### src/rtl/euler_vector_rotation_unit_defines.svh
// Assertion macros for the Euler vector rotation unit
`ifndef EULER_VECTOR_ROTATION_UNIT_DEFINES_SVH
`define EULER_VECTOR_ROTATION_UNIT_DEFINES_SVH

// assert that an antecedent implies a consequent on the same edge
`define EVR_ASSERT_IMPL(label, clk, rstn, ante, cons, msg) \
    label: assert property (@(posedge clk) disable iff (!rstn) (ante) |-> (cons)) \
        else $error(msg);

// assert that an antecedent implies a consequent on the next edge
`define EVR_ASSERT_NEXT(label, clk, rstn, ante, cons, msg) \
    label: assert property (@(posedge clk) disable iff (!rstn) (ante) |=> (cons)) \
        else $error(msg);

`endif

### src/rtl/evr_pkg.sv
// Package for the Euler vector rotation unit: constants, types, CORDIC table
package evr_pkg;

    localparam int SAMPLE_WIDTH_DEF    = 16;
    localparam int COEFF_FRAC_BITS_DEF = 16;
    localparam int ANGLE_WIDTH         = 16;
    localparam int CORDIC_STAGES       = 18;
    localparam int CORDIC_W            = 34;   // Q2.30 plus guard bits
    localparam int ZW                  = 34;   // angle residual, 2^-32 turn units
    localparam int STAGE_W             = 5;
    localparam int NUM_COEFFS          = 9;
    localparam int CFG_ADDR_W          = 2;
    localparam logic signed [CORDIC_W-1:0] CORDIC_GAIN = 34'sd652032874;

    localparam logic [CFG_ADDR_W-1:0] REG_ROLL  = 2'd0;
    localparam logic [CFG_ADDR_W-1:0] REG_PITCH = 2'd1;
    localparam logic [CFG_ADDR_W-1:0] REG_YAW   = 2'd2;

    typedef enum logic [2:0] {
        ST_IDLE,
        ST_TRIG,
        ST_MAT,
        ST_ROT,
        ST_OUT
    } state_t;

    // lane status toward the top level
    typedef struct packed {
        logic busy;
        logic done;
    } lane_stat_t;

    function automatic logic signed [ZW-1:0] atan_turn(input logic [STAGE_W-1:0] i);
        logic signed [ZW-1:0] r;
        case (i)
            5'd0:  r = 34'sd536870912;
            5'd1:  r = 34'sd316933406;
            5'd2:  r = 34'sd167458907;
            5'd3:  r = 34'sd85004756;
            5'd4:  r = 34'sd42667331;
            5'd5:  r = 34'sd21354465;
            5'd6:  r = 34'sd10679838;
            5'd7:  r = 34'sd5340245;
            5'd8:  r = 34'sd2670163;
            5'd9:  r = 34'sd1335087;
            5'd10: r = 34'sd667544;
            5'd11: r = 34'sd333772;
            5'd12: r = 34'sd166886;
            5'd13: r = 34'sd83443;
            5'd14: r = 34'sd41722;
            5'd15: r = 34'sd20861;
            5'd16: r = 34'sd10430;
            5'd17: r = 34'sd5215;
            default: r = '0;
        endcase
        return r;
    endfunction

endpackage

### src/rtl/evr_mac.sv
// Shared multiply-accumulate datapath: matrix build products and the rotation dot products
module evr_mac #(
    parameter int SAMPLE_WIDTH    = evr_pkg::SAMPLE_WIDTH_DEF,
    parameter int COEFF_FRAC_BITS = evr_pkg::COEFF_FRAC_BITS_DEF,
    parameter int CW = COEFF_FRAC_BITS + 2
) (
    input  logic                          aclk,
    input  logic signed [CW-1:0]          mul_a,
    input  logic signed [(SAMPLE_WIDTH > CW ? SAMPLE_WIDTH : CW):0] mul_b,
    input  logic                          acc_clr,
    input  logic                          acc_en,
    output logic signed [SAMPLE_WIDTH + CW + 3:0] acc_q,
    output logic signed [CW-1:0]          prod_q
);
    localparam int BW = (SAMPLE_WIDTH > CW ? SAMPLE_WIDTH : CW) + 1;
    localparam int PW = CW + BW;
    localparam int AW = SAMPLE_WIDTH + CW + 4;

    logic signed [PW-1:0] prod_reg;
    logic signed [AW-1:0] acc_reg;
    logic signed [PW-1:0] pr;

    always_ff @(posedge aclk) begin
        prod_reg <= mul_a * mul_b;
        // acc_clr opens a new sum with the registered product
        if (acc_clr)     acc_reg <= AW'(prod_reg);
        else if (acc_en) acc_reg <= acc_reg + AW'(prod_reg);
    end

    // Q product rounded half up back to coefficient format
    assign pr     = (prod_reg + (PW'(1) <<< (COEFF_FRAC_BITS - 1))) >>> COEFF_FRAC_BITS;
    assign prod_q = CW'(pr);
    assign acc_q  = acc_reg;
endmodule
### config.mk
export PLATFORM = sky130hd
export DESIGN_NAME = evr_mac
export DESIGN_NICKNAME = d
export VERILOG_FILES = /design/src/rtl/euler_vector_rotation_unit_defines.svh /design/src/rtl/evr_pkg.sv /design/src/rtl/evr_mac.sv
export SDC_FILE = /design/constraint.sdc
export NUM_CORES = 1
export LEC_CHECK = 0
export ABC_AREA = 1
export BUFFER_PORTS_ARGS = -buffer_cell sky130_fd_sc_hd__buf_2
export CAP_MARGIN = 25
export CELL_PAD_IN_SITES_DETAIL_PLACEMENT = 1
export CELL_PAD_IN_SITES_GLOBAL_PLACEMENT = 2
export CORE_MARGIN = 8
export CORE_UTILIZATION = 38
export CTS_CLUSTER_SIZE = 40
export DETAILED_ROUTE_END_ITERATION = 12
export GPL_ROUTABILITY_DRIVEN = 0
export PLACE_DENSITY = 0.86
export SLEW_MARGIN = 20
export SYNTH_ARGS = -nofsm -noshare
export SYNTH_HDL_FRONTEND = slang
export SYNTH_SLANG_ARGS = --single-unit
export TNS_END_PERCENT = 1
### constraint.sdc
create_clock -name aclk -period 6.76 [get_ports aclk]
set_input_delay 1.014 -clock aclk [delete_from_list [all_inputs] [get_ports aclk]]
set_output_delay 1.014 -clock aclk [all_outputs]
set_load 0.1 [all_outputs]
-- Word level (Yosys, flattened, before mapping)
Index checks and enable logic that the tools add are counted.
- input bits: 40
- word-level logic and storage cells: 8
- output and inout port bits: 56
- flip-flop bits (word level): 75
- reductions and logical operators: 1
- $add $sub $neg: 2
- mux-type cells: 2
- multipliers: 1
- operators with widths (kind ; number):
    two-way mux 38 bit ; 2
    adder 38 x 37 -> 38 bit ; 1
    multiplier 18 x 19 -> 37 bit ; 1
    adder 34 x 17 -> 34 bit, second input constant ; 1
    nonzero test 2 bit ; 1

-- Logic depth before layout (Yosys ltp)
- depth after elaboration: 3
- mapped depth: 27
- depth with buffers taken out: 25

-- Worst setup path before layout
OpenSTA, ideal clock, no wires.
- path type: input to register
- from: input port mul_b[18] (netlist name)
- to: register prod_reg[36]
- path buffers: 2
- required time: 6702 ps
- arrival: 6246 ps
- setup time: 58 ps
- stages: 25
- path slack: 456 ps
- cells stage by stage: clkbuf_1 -> clkbuf_1 -> nand2_1 -> inv_1 -> fa_1 -> inv_1 -> fa_1 -> inv_1 -> ha_1 -> inv_1 -> fa_1 -> inv_1 -> fa_1 -> inv_1 -> fa_1 -> inv_1 -> ha_1 -> nand4_1 -> nor2_1 -> inv_1 -> nor2_1 -> nand2_1 -> o211ai_1 -> nand3_1 -> nand2_1
- cells in the longest elaborated chain, start to end: 1
- ends and longest elaborated chain (element ; RTL line ; text):
    start, declared ; evr_mac.sv:9 ; input logic signed [(SAMPLE_WIDTH > CW ? SAMPLE_WIDTH : CW):0] mul_b,
    multiplier 18 x 19 -> 37 bit ; evr_mac.sv:24 ; prod_reg <= mul_a * mul_b;
    end signal, assigned ; evr_mac.sv:24 ;
    end, declared ; evr_mac.sv:19 ; logic signed [PW-1:0] prod_reg;
No other way between the ends.
A chain may end at the register's enable or synchronous reset.

-- Final worst setup path
- from: input port mul_a[4]
- to: register prod_reg[34]
- cells in the longest elaborated chain, start to end: 1
- ends and longest elaborated chain (element ; RTL line ; text):
    start, declared ; evr_mac.sv:8 ; input logic signed [CW-1:0] mul_a,
    multiplier 18 x 19 -> 37 bit ; evr_mac.sv:24 ;
No other way between the ends.

==> key figures <==
Synth
  – Avg Cell Area, Syn: 7.33 um^2
  – Sequential element share of the synthesized area: 0.0994
  – Mapped Nets: 3100
  – Asr flop ratio synth: 0
  – Post-synth top flop: edfxtp_1
  – Yosys cell types: 40
  – #FFs+latches synth: 75
  – Post-synth EDFFs: 38
  – Syn Std Cell Area: 18900 um^2
  – Gate Count Post-Synth: 2581
  – Synth Warn #: 0

Finish
  – Commonest non-fill, non-tap cell in the layout: nand2_1
  – Max reg flops: 38
  – Commonest non-fill, non-tap cells in the layout: 756 x nand2_1, 728 x inv_1, 346 x fa_1
  – Area delta synth->final: 7.86%
  – # fillers: roughly 6300
  – Final nets: 3145
  – Ant. Diodes: 0
  – Share of post-route cells with drive strength above 1: 0.0620

Global routing
  – Total track usage: 0.210
  – Via count of the first global-routing pass: approximately 18000
  – Initial antenna violation count: 0
  – First-pass GRT wire length: between 90 and 100 mm
  – Largest net degree at the start of global routing: between 40 and 50
  – Grt total ovfl: 0

STA
  – Final hold vios: 0
  – Final setup margin: 0.248 ns
  – Setup TNS: 0 ns
  – Fin Clk Skew: 0.0151 ns
  – Slew Limit Fails: 0
  – Slew headroom: 0.576
  – Min cycle time layout: 6.51 ns
  – Fmax: 154 MHz
  – Slew @ Worst Pin: 0.637 ns
  – RSZ-0062 raised after global routing: false
  – Final setup fails: 0
  – Fin crit share: 0.963

Worst setup path
  – WP data arrival: 6.78 ns
  – Most common cell on crit path: fa_1
  – Max stage delay on crit path: 0.63 ns
  – FF-to-FF End: acc_q[32]
  – Worst r2r src: prod_reg[0]
  – Cell family with most CP delay: adder cells
  – R2R Setup Slk: 4.04 ns
  – R2R cell count: 15
  – Worst path required time: 7.03 ns
  – CP Max Fanout: 19
  – Worst setup SP type: primary input
  – Critical path, cell by cell: buf_2 > nand2_1 > inv_1 > fa_1 > fa_1 > buf_4 > fa_1 > fa_1 > fa_1 > fa_1 > ha_1 > nand2_1 > nor2_1 > inv_1 > nor3_1 > nand3_1 > nand2_1 > xor2_1
  – Critical path type: in2reg
  – Slowest cell on crit path: fa_1
  – Buf/Inv on CP: 4
  – Worst setup EP type: flop

Status
  – Status: finished clean

Detailed routing
  – Final WL: 58.7 mm
  – DRT Pass-1 Iters: 5
  – Via density: 4.84
  – Max Used Layer: met4
  – Residual DRC: 0
  – Via count: 16000
  – Drt wl/cell: 17.8 um
  – Metal-1 WL: 25.1 mm
  – Routed Antenna Nets: 0
  – Met3 WL: 1.57 mm
  – DR WL met2: 30.7 mm
  – Initial DRC count: between 500 and 600

CTS
  – CTS tree: built
  – Post-CTS Setup Inserts: 0
  – CTS root buf: clkbuf_16
  – Clk_lat worst skew: 0.35 ns
  – CTS-repair resized insts: 0
  – Clock-pin slew on the worst setup and hold paths: 0.07 ns
  – CTS max path bufs: 2
  – H-tree depth: 3
  – Hold_buf cts: 0
  – CTS Sinks: 75
  – TritonCTS Buffers: 9

Die
  – Die width: between 200 and 250 um
  – Die Y: 239 um
  – Row count: between 80 and 90
  – Io pins: 96
  – CORE AREA: a little under 50000 um^2
  – Initial Utilization: 0.386
  – Die area: about 57000 um^2

Placed design
  – Input/output buffers: 95
  – Final HPWL DP: between 50 and 60 mm
  – Dpl ws: -0.0716 ns

Flow run
  – Number of max-cap violations: 0

Min path
  – Hold Startpoint: prod_reg[8]
  – Class of the worst hold path: reg2reg
  – Hold-critical path endpoint: acc_q[8]
  – Hold Path Cell Cnt: 2
[tightest hold or removal path, stage by stage, from the launching register on]
cell     delay (ns)
dfxtp_1        0.34
nand2_1        0.06
nand2_1        0.06
[worst max path at each step]
| stage | start | to | cells past startpoint |
|---|---|---|---|
| after floorplan | mul_b[18] | prod_reg[36] | 25 |
| final | mul_a[4] | prod_reg[34] | 18 |
| after CTS | mul_b[18] | prod_reg[34] | 19 |
| after detailed placement | mul_a[6] | prod_reg[34] | 19 |
| after global routing | mul_a[6] | prod_reg[34] | 19 |
| after global placement | mul_a[4] | prod_reg[34] | 17 |
[synth_stat cells, types with 2 or more instances]
cell type    n  share of area
edfxtp_1    38          0.060
xnor2_1     19         0.0088
clkbuf_1    77          0.015
nand3_1     82          0.022
nand2_1    756           0.15
nand3b_1     6         0.0024
nand3_2      6         0.0032
nor2_1     115          0.023
nor3_1      10         0.0026
nor2_2       2        0.00066
a21o_1       2        0.00079
a21oi_1     76          0.020
or2_2       17         0.0056
o21ai_0     33         0.0087
o21a_1       3         0.0012
o21bai_1    11         0.0044
dfxtp_1     37          0.039
nand4_1     20         0.0066
inv_1      728           0.14
buf_1        5        0.00099
ha_1       133          0.088
xor2_1      38          0.018
o211ai_1     4         0.0016
o21ai_2      2        0.00093
fa_1       346           0.37
[cell families (layout without fill, tap and decap cells)]
kind of cell               count (synthesis)  after routing  share of synthesized area
and+or+nand+nor                         1024           1024                      0.220
adders and majority gates                479            479                      0.454
buffers and inverters                    811            861                      0.161
DFF                                       75             75                     0.0994
xor gates and xnor gates                  57             57                     0.0264
AOI/OAI and AO/OA                        135            135                     0.0391
[final cells by class]
type                    instances  area [um^2]  share of cell area
clock inverters                 5         57.6             0.00282
flip-flops and latches         75         1880              0.0922
multi-input cells            1695        14000               0.686
inverters                     729         2740               0.134
repair buffers                116          653              0.0320
clock buffers                  11          254              0.0124
well taps                     664          831              0.0407
[through the flow]
step	instance area (um^2)	cells	hold WS (ns)	util
after floorplan	18900	2581	0.505	-
after global placement	20100	3278	0.526	0.409
after detailed placement	20100	3279	0.542	0.410
after global routing	20400	3295	0.574	0.416
final	20400	3295	0.556	0.416
after CTS	20400	3295	0.549	0.416
[metal layers]
metal,global-route usage,vias to the layer above
met2,0.399,237
met1,0.254,8125
li1,-,7517
met4,0.0527,0
met3,0.0148,79
met5,0,-
Power is left out: the tool's default activity adds up to more than one toggle a clock period on the data nets, which glitch-free logic cannot reach.
