--- config.mk ---
export PLATFORM = sky130hd
export DESIGN_NAME = evr_cordic
export DESIGN_NICKNAME = d
export VERILOG_FILES = /design/src/rtl/euler_vector_rotation_unit_defines.svh /design/src/rtl/evr_pkg.sv /design/src/rtl/evr_cordic.sv
export SDC_FILE = /design/constraint.sdc
export NUM_CORES = 1
export LEC_CHECK = 0
export BUFFER_PORTS_ARGS = -buffer_cell sky130_fd_sc_hd__buf_2
export CORE_AREA = 2 2 185 278
export DETAILED_ROUTE_END_ITERATION = 7
export DIE_AREA = 0 0 187 280
export GPL_ROUTABILITY_DRIVEN = 0
export HOLD_SLACK_MARGIN = 0.05
export PLACE_DENSITY = 0.64
export SKIP_CTS_REPAIR_TIMING = 1
export SLEW_MARGIN = 20
export SYNTH_ARGS = -nofsm -noshare
export SYNTH_HDL_FRONTEND = slang
export SYNTH_SLANG_ARGS = --single-unit
--- constraint.sdc ---
create_clock -name aclk -period 7.4 [get_ports aclk]
set_input_delay 0 -clock aclk [delete_from_list [all_inputs] [get_ports aclk]]
set_output_delay 0 -clock aclk [all_outputs]
set_load 0.05 [all_outputs]
--- src/rtl/euler_vector_rotation_unit_defines.svh ---
// Assertion macros for the Euler vector rotation unit
`ifndef EULER_VECTOR_ROTATION_UNIT_DEFINES_SVH
`define EULER_VECTOR_ROTATION_UNIT_DEFINES_SVH

// assert that an antecedent implies a consequent on the same edge
`define EVR_ASSERT_IMPL(label, clk, rstn, ante, cons, msg) \
    label: assert property (@(posedge clk) disable iff (!rstn) (ante) |-> (cons)) \
        else $error(msg);

// assert that an antecedent implies a consequent on the next edge
`define EVR_ASSERT_NEXT(label, clk, rstn, ante, cons, msg) \
    label: assert property (@(posedge clk) disable iff (!rstn) (ante) |=> (cons)) \
        else $error(msg);

`endif

--- src/rtl/evr_pkg.sv ---
// Package for the Euler vector rotation unit: constants, types, CORDIC table
package evr_pkg;

    localparam int SAMPLE_WIDTH_DEF    = 16;
    localparam int COEFF_FRAC_BITS_DEF = 16;
    localparam int ANGLE_WIDTH         = 16;
    localparam int CORDIC_STAGES       = 18;
    localparam int CORDIC_W            = 34;   // Q2.30 plus guard bits
    localparam int ZW                  = 34;   // angle residual, 2^-32 turn units
    localparam int STAGE_W             = 5;
    localparam int NUM_COEFFS          = 9;
    localparam int CFG_ADDR_W          = 2;
    localparam logic signed [CORDIC_W-1:0] CORDIC_GAIN = 34'sd652032874;

    localparam logic [CFG_ADDR_W-1:0] REG_ROLL  = 2'd0;
    localparam logic [CFG_ADDR_W-1:0] REG_PITCH = 2'd1;
    localparam logic [CFG_ADDR_W-1:0] REG_YAW   = 2'd2;

    typedef enum logic [2:0] {
        ST_IDLE,
        ST_TRIG,
        ST_MAT,
        ST_ROT,
        ST_OUT
    } state_t;

    // lane status toward the top level
    typedef struct packed {
        logic busy;
        logic done;
    } lane_stat_t;

    function automatic logic signed [ZW-1:0] atan_turn(input logic [STAGE_W-1:0] i);
        logic signed [ZW-1:0] r;
        case (i)
            5'd0:  r = 34'sd536870912;
            5'd1:  r = 34'sd316933406;
            5'd2:  r = 34'sd167458907;
            5'd3:  r = 34'sd85004756;
            5'd4:  r = 34'sd42667331;
            5'd5:  r = 34'sd21354465;
            5'd6:  r = 34'sd10679838;
            5'd7:  r = 34'sd5340245;
            5'd8:  r = 34'sd2670163;
            5'd9:  r = 34'sd1335087;
            5'd10: r = 34'sd667544;
            5'd11: r = 34'sd333772;
            5'd12: r = 34'sd166886;
            5'd13: r = 34'sd83443;
            5'd14: r = 34'sd41722;
            5'd15: r = 34'sd20861;
            5'd16: r = 34'sd10430;
            5'd17: r = 34'sd5215;
            default: r = '0;
        endcase
        return r;
    endfunction

endpackage

--- src/rtl/evr_cordic.sv ---
// Iterative CORDIC lane: sine and cosine of one binary angle, one stage per cycle
module evr_cordic #(
    parameter int COEFF_FRAC_BITS = evr_pkg::COEFF_FRAC_BITS_DEF,
    parameter int CW = COEFF_FRAC_BITS + 2
) (
    input  logic                                  aclk,
    input  logic                                  aresetn,
    input  logic                                  start,
    input  logic signed [evr_pkg::ANGLE_WIDTH-1:0] angle,
    output evr_pkg::lane_stat_t                   stat,
    output logic signed [CW-1:0]                  sin_q,
    output logic signed [CW-1:0]                  cos_q
);
    localparam int W  = evr_pkg::CORDIC_W;
    localparam int SH = 30 - COEFF_FRAC_BITS;
    localparam logic signed [W-1:0] ONE = W'(1) <<< COEFF_FRAC_BITS;

    logic signed [W-1:0] x_reg, x_next, y_reg, y_next;
    logic signed [evr_pkg::ZW-1:0] z_reg, z_next;
    logic [evr_pkg::STAGE_W-1:0] i_reg, i_next;
    logic busy_reg, busy_next, done_reg, done_next, flip_reg, flip_next;
    logic signed [evr_pkg::ANGLE_WIDTH:0] a_fold;
    logic fold;
    logic signed [W-1:0] xf, yf, xr, yr;

    always_comb begin
        fold   = 1'b0;
        a_fold = {angle[evr_pkg::ANGLE_WIDTH-1], angle};
        if (angle > 16'sd16384) begin
            a_fold = a_fold - 17'sd32768;
            fold   = 1'b1;
        end else if (angle < -16'sd16384) begin
            a_fold = a_fold + 17'sd32768;
            fold   = 1'b1;
        end
    end

    always_comb begin
        x_next = x_reg; y_next = y_reg; z_next = z_reg;
        i_next = i_reg; busy_next = busy_reg; done_next = 1'b0; flip_next = flip_reg;
        if (start) begin
            x_next = evr_pkg::CORDIC_GAIN;
            y_next = '0;
            z_next = evr_pkg::ZW'(a_fold) <<< 16;
            i_next = '0;
            flip_next = fold;
            busy_next = 1'b1;
        end else if (busy_reg) begin
            if (z_reg >= 0) begin
                x_next = x_reg - (y_reg >>> i_reg);
                y_next = y_reg + (x_reg >>> i_reg);
                z_next = z_reg - evr_pkg::atan_turn(i_reg);
            end else begin
                x_next = x_reg + (y_reg >>> i_reg);
                y_next = y_reg - (x_reg >>> i_reg);
                z_next = z_reg + evr_pkg::atan_turn(i_reg);
            end
            i_next = i_reg + 1'b1;
            if (i_reg == evr_pkg::STAGE_W'(evr_pkg::CORDIC_STAGES - 1)) begin
                busy_next = 1'b0;
                done_next = 1'b1;
            end
        end
    end

    always_ff @(posedge aclk) begin
        if (!aresetn) begin
            busy_reg <= 1'b0;
            done_reg <= 1'b0;
        end else begin
            busy_reg <= busy_next;
            done_reg <= done_next;
        end
        x_reg <= x_next; y_reg <= y_next; z_reg <= z_next;
        i_reg <= i_next; flip_reg <= flip_next;
    end

    // undo fold, round half up, clamp to [-1, 1]
    always_comb begin
        xf = flip_reg ? -x_reg : x_reg;
        yf = flip_reg ? -y_reg : y_reg;
        if (SH > 0) begin
            xr = (xf + (W'(1) <<< (SH - 1))) >>> SH;
            yr = (yf + (W'(1) <<< (SH - 1))) >>> SH;
        end else begin
            xr = xf;
            yr = yf;
        end
        if (xr > ONE) xr = ONE; else if (xr < -ONE) xr = -ONE;
        if (yr > ONE) yr = ONE; else if (yr < -ONE) yr = -ONE;
    end

    assign cos_q = CW'(xr);
    assign sin_q = CW'(yr);
    assign stat.busy = busy_reg;
    assign stat.done = done_reg;
endmodule

# [Word level (Yosys, flattened, before mapping)]
# Memory sizes are Yosys's and may differ from the RTL's. A register that Yosys moved wholly into a read port is not among the register bits.
# Cells that the tools add are included.
[classes] n_shift=2 n_bitwise=2 n_eq_ne=1 n_reduce_logical=2 n_lt_le_gt_ge=7 n_mux=28 add_sub_neg=13
[ops] cell="34-bit two-way mux" n=13
[ops] cell="34-bit adder" n=3
[ops] cell="34-bit subtractor" n=3
[ops] cell="18-bit two-way mux" n=4
[ops] cell="34-bit by 15-bit adder with 34-bit output (second input constant)" n=2
[ops] cell="34-bit negator" n=2
[ops] cell="34-bit by 5-bit >>> shifter with 34-bit output" n=2
[ops] cell="20-bit by 18-bit > comparator with 1-bit output (second input constant)" n=2
[ops] cell="20-bit by 17-bit < comparator with 1-bit output (second input constant)" n=2
[ops] cell="34-bit by 1-bit greater-or-equal comparator with 1-bit output (second input constant)" n=1
[ops] cell="17-bit two-way mux" n=2
[ops] cell="5-bit two-way mux" n=4
[ops] cell="16-bit by 17-bit adder with 17-bit output (second input constant)" n=1
[ops] cell="16-bit by 17-bit subtractor with 17-bit output (second input constant)" n=1
[ops] cell="16-bit > comparator (second input constant)" n=1
[ops] cell="16-bit by 15-bit < comparator with 1-bit output (second input constant)" n=1
[ops] cell="5-bit by 1-bit adder with 5-bit output (second input constant)" n=1
[ops] cell="5-bit == test (second input constant)" n=1
[ops] cell="1-bit two-way mux" n=5
[ops] cell="3-bit OR reduction" n=1
[ops] cell="1-bit inverter" n=2
[ops] cell="2-bit nonzero test" n=1
[word_totals] romBits=1920 input_bits=19 memories=2 word_cells=65 out_inout_bits=38 reg_bits=110
[memory_table] memory="(no name shown)" depth=32 width=30 read_ports=1 rd_clocked_by_memory_dff=1 wr=0 line="evr_pkg.sv:35" source="case (i)"
[memory_table] memory="(no name shown)" depth=32 width=30 read_ports=1 rd_clocked_by_memory_dff=1 wr=0 line="evr_pkg.sv:35"

# [Logic depth before layout (Yosys ltp)]
[logic_depth] ltp_word=8 ltp_mapped=28 depth_no_buf=23

# [Least setup slack after synthesis]
# OpenSTA, ideal clock, no wires.
[synth_path] path_kind="reg2reg" from="register i_reg[0] (netlist name)" to="register x_reg[33]" t_required_ns=7.284 setup_ns=0.116 arrival_ns=5.784 stages_incl_launch_ff=26 n_path_buf=5 period_less_slack_ns=5.899 setup_slack_ns=1.501 path_cell_list="dfxtp_1 buf_4 buf_2 buf_2 buf_2 buf_1 mux2i_1 o221ai_1 nor2_1 ha_1 nand3_1 or4_4 or3_4 o31ai_1 xor2_1 ha_1 inv_1 o21bai_1 a21o_1 a21oi_1 nor2_1 o31ai_1 o211ai_1 xnor2_1 a211oi_1 a31o_1"
[synth_between] elab_chain_len=3 word_cells_on_any_way=4 classes_between="add/sub: 2; shift: 1; mux: 1"
[synth_rtl] item="start: declaration" line="evr_cordic.sv:20" source="logic [evr_pkg::STAGE_W-1:0] i_reg, i_next;"
[synth_rtl] item="start signal: assignment" line="evr_cordic.sv:75" source="i_reg <= i_next; flip_reg <= flip_next;"
[synth_rtl] item="34-bit by 5-bit >>> shifter with 34-bit output (*)" line="evr_cordic.sv:50, evr_cordic.sv:54"
[synth_rtl] item="34-bit adder / 34-bit subtractor (equally long branches)" line="evr_cordic.sv:54, evr_cordic.sv:50"
[synth_rtl] item="34-bit two-way mux (*)" line="evr_cordic.sv:49" source="if (z_reg >= 0) begin"
[synth_rtl] item="end signal: assignment" line="evr_cordic.sv:74" source="x_reg <= x_next; y_reg <= y_next; z_reg <= z_next;"
[synth_rtl] item="end: declaration" line="evr_cordic.sv:18" source="logic signed [W-1:0] x_reg, x_next, y_reg, y_next;"
# Mark *: on every way between the ends. The rest lies on a longest branch, timed or not.
# A chain may end at the register's enable or synchronous reset.

# [Worst setup path in the final report]
[layout_path] from="register i_reg[0] (netlist name)" to="register y_reg[32]"
[layout_between] elab_chain_len=3 word_cells_on_any_way=4 classes_between="add/sub: 2; shift: 1; mux: 1"
[layout_rtl] item="34-bit by 5-bit >>> shifter with 34-bit output (*)" line="evr_cordic.sv:51, evr_cordic.sv:55"
[layout_rtl] item="34-bit subtractor / 34-bit adder (equally long branches)" line="evr_cordic.sv:55, evr_cordic.sv:51"
[layout_rtl] item="34-bit two-way mux (*)" line="evr_cordic.sv:49"
[layout_rtl] item="end signal: assignment" line="evr_cordic.sv:74"
[layout_rtl] item="end: declaration" line="evr_cordic.sv:18"
# Marked as above.

==> flow_metrics.py <==
metrics = {
    "logic_synthesis": {
        "ys_seq_area_share_pct": 14.8,
        "synth_nets": 2732,
        "synth_top_area_share_pct": 12.0,
        "netlist_area_um2": 20300,
        "ys.flop_type": "dfxtp_1",
        "synth_edf_count": 19,
        "async_flop_share_pct": 0,
        "synth_top_area_cell": "dfxtp_1",
        "ys_seq_elements": 140,
        "syn_inst": 2597,
        "syn_area_per_cell_um2": 7.80,
        "synth_area_leaders": "dfxtp_1 (12%), mux4_2 (11%), ha_1 (7.0%), xnor2_1 (5.9%), mux2i_1 (4.8%)",
        "synth_cell_types": 101,
        "yosysWarnings": 0,
    },
    "sta": {
        "fin_crit_sh_pct": 92.7,
        "tightest_slew_ps": 1150,
        "finalMaxSlewViolations": 0,
        "finalHoldViolations": 0,
        "whs_ps": 75.6,
        "rsz0062_at_grt": "false",
        "relSlewSlack_pct": 23.0,
        "fin_tns_setup_ps": 0,
        "layout_min_cycle_time_ps": 6860,
        "max_freq_ghz": 0.146,
        "fin_skew_ps": 12.0,
        "setup_viol": 0,
    },
    "global_routing": {
        "overflow": 0,
        "grt_pass1_wl_um": 116000,
        "grt_pass1_vias": 20700,
        "grtUsageTotal_pct": 28.3,
        "antenna_found_initial": 3,
        "grt_max_degree": 67,
    },
    "worst_setup_path": {
        "rr_worst_depth": 20,
        "criticalPathCategory": "flop to flop",
        "crit_chain": "mux4_2 > a22oi_1 > o21ai_0 > nor2_1 > nand3_1 > or4_1 > o31ai_1 > xnor2_1 > ha_1 > nand2_1 > nor2_1 > and3_1 > nand4b_1 > a211oi_1 > a21o_1 > a2111oi_0 > or2_2 > a31oi_1 > nand4b_1 > o221ai_1",
        "worstSetupEndpoint": "y_reg[32]",
        "r2r_setup_slack_ps": 540,
        "worst_path_max_delay_cell": "dfxtp_4",
        "rr_startpoint": "i_reg[0]",
        "startpoint_type": "flop",
        "required_ps": 7790,
        "r2r_end": "y_reg[32]",
        "worstPathArrival_ps": 7250,
        "crit_path_end_kind": "flop",
        "cp_max_fo": 41,
        "slowest_delay_ps": 810,
        "cp-startpoint": "i_reg[0]",
    },
    "placed_design": {
        "postPlaceCellArea_um2": 21100,
        "dp_cells": 3184,
        "dp_hpwl_um": 54200,
        "port_buffers": 56,
    },
    "finish": {
        "fin_cells": 3233,
        "area_growth_pct": 7.87,
        "drive_gt1_share_pct": 13.5,
        "nets": 2686,
        "num_antenna_cells": 0,
        "final_cell_area_um2": 21900,
        "nFillCells": 4991,
    },
    "pwr": {
        "power_density_nw_per_um2": 455,
        "vdd_drop_max_mv": 0.204,
        "power_mw": 9.95,
        "p_leak_nw": 8.52,
    },
    "clocking": {
        "clock_latency_ps": 470,
        "clk_pin_slew_ps": 70,
        "cts_sinks": 140,
        "cts_max_path_buffers": 2,
        "numCtsBuffers": 17,
        "cts_tree": "done",
        "root_buffer": "clkbuf_16",
        "cts_max_level": 4,
    },
    "die": {
        "die_w_um": 187,
        "rows": 101,
        "dieHeight_um": 280,
        "fp.coreArea_um2": 50200,
        "pin_count": 57,
        "dieArea_um2": 52400,
        "start_util_pct": 40.4,
    },
    "detailed_routing": {
        "drt_iter0_markers": 2172,
        "postRouteAntennaNets": 0,
        "routed_wl_um": 76200,
        "drc": 2,
        "wl_per_cell_um": 23.6,
        "firstDrtPassIters": 8,
        "viasPerCell": 6.65,
        "via_count": 21500,
    },
    "outcome": {
        "status": "finished, violations left",
        "violations": "design-rule violations",
    },
    "job": {
        "timing.max_cap.violations": 0,
    },
    "hold_path": {
        "holdCritPathClass": "input port to flop",
    },
}
==> worst max-delay path, delay by kind of cell (launching register included) <==
family / cells / cell delay, ps
compound gates: 8 / 2660
xor+xnor: 1 / 110
fa+ha+maj: 1 / 380
flops: 1 / 810
mux: 1 / 660
simple gates: 9 / 2140
==> Yosys cell counts (12+ instances only) <==
cell,instances
nor4_1,16
clkbuf_1,135
a22oi_1,17
or4_1,16
ha_1,113
xor2_1,103
o211ai_1,24
inv_1,61
mux2_2,31
a211oi_1,36
dfxtp_1,121
or2_2,24
o22ai_1,28
a21oi_1,154
edfxtp_1,19
and3_1,19
a31oi_1,30
nor2_1,256
o21bai_1,14
nor3_1,59
mux2i_1,97
nand2_1,236
o31ai_1,38
nand4_1,29
o221ai_1,13
a21o_1,46
nor2b_1,38
mux4_2,95
nand2b_1,38
xnor2_1,136
a211o_1,12
nand3_1,47
buf_1,24
buf_2,25
or3_1,33
o21a_1,15
o21ai_0,178
a32oi_1,12
==> logic make-up after synthesis <==
kind of cell / Yosys count / synth area share, %
xor gates and xnor gates: 240 / 10.4
buffers and inverters: 263 / 5.23
muxes: 223 / 17.1
DFF: 140 / 14.8
AOI/OAI and AO/OA: 743 / 24.4
and+or+nand+nor: 872 / 20.9
adders and majority gates: 116 / 7.27
==> how the worst min path moves through the flow <==
| stage | startpoint | cells past startpoint | end | slack (ps) |
|---|---|---|---|---|
| CTS | aresetn | 3 | done_reg | -260 |
| detailed placement | aresetn | 3 | done_reg | 240 |
| finish | start | 2 | y_reg[3] | 80 |
| global placement | aresetn | 2 | busy_reg | 230 |
| global route | start | 2 | z_reg[8] | 80 |
| floorplan | start | 0 | flip_reg | 110 |
==> routing by layer <==
layer	track usage, %	vias to the layer above	wire length, um
met5	0	-	33
met4	21.8	4	6340
met3	7.42	383	7260
met2	48.2	1284	36100
met1	29.9	10200	26500
li1	-	9608	-
==> stage by stage <==
| step | setup slack [ps] | util (%) |
|---|---|---|
| after floorplan | 1500 | - |
| after global placement | 739 | 42.0 |
| after detailed placement | 688 | 42.0 |
| after CTS | 676 | 43.2 |
| after global routing | 36.5 | 43.6 |
| final | 539 | 43.6 |
==> placed cells by master, fill, tap and decap left out, types with 13 or more instances in the layout <==
| cell | n |
|---|---|
| xnor2_1 | 136 |
| nor2b_1 | 38 |
| nand2b_1 | 37 |
| inv_1 | 60 |
| or2_2 | 24 |
| o21ai_0 | 178 |
| o31ai_1 | 38 |
| a211oi_1 | 35 |
| o21a_1 | 15 |
| mux2i_1 | 97 |
| and3_1 | 19 |
| nand4_1 | 29 |
| nand2_1 | 236 |
| ha_1 | 113 |
| o22ai_1 | 28 |
| a21oi_1 | 154 |
| buf_2 | 55 |
| o211ai_1 | 24 |
| mux4_2 | 95 |
| a21o_1 | 46 |
| dlygate4sd3_1 | 16 |
| or4_1 | 16 |
| nor2_1 | 254 |
| nand3_1 | 47 |
| edfxtp_1 | 19 |
| buf_4 | 55 |
| clkbuf_16 | 18 |
| or3_1 | 33 |
| o221ai_1 | 13 |
| dfxtp_1 | 116 |
| nor4_1 | 15 |
| xor2_1 | 103 |
| nor3_1 | 58 |
| o21bai_1 | 14 |
| mux2_2 | 31 |
| a31oi_1 | 30 |
| a22oi_1 | 17 |
==> cell type report <==
cell class                 instances  area, um2  share of cell area, %
multi-input combinational       2194      16300                   74.4
sequential                       140       3010                   13.8
timing repair buffer             129        900                   4.11
tap                              669        837                   3.83
clock buffer                      18        450                   2.06
inverter                          69        259                   1.18
clock inverter                    14        146                  0.670
==> report_power, final <==
part / internal (mW) / switching [mW] / total [mW]
registers: 0.977 / 0.532 / 1.51
clock network: 0.470 / 0.430 / 0.900
logic: 3.03 / 4.51 / 7.54
total: 4.48 / 5.47 / 9.95
Power figures use the tool's default switching activity.
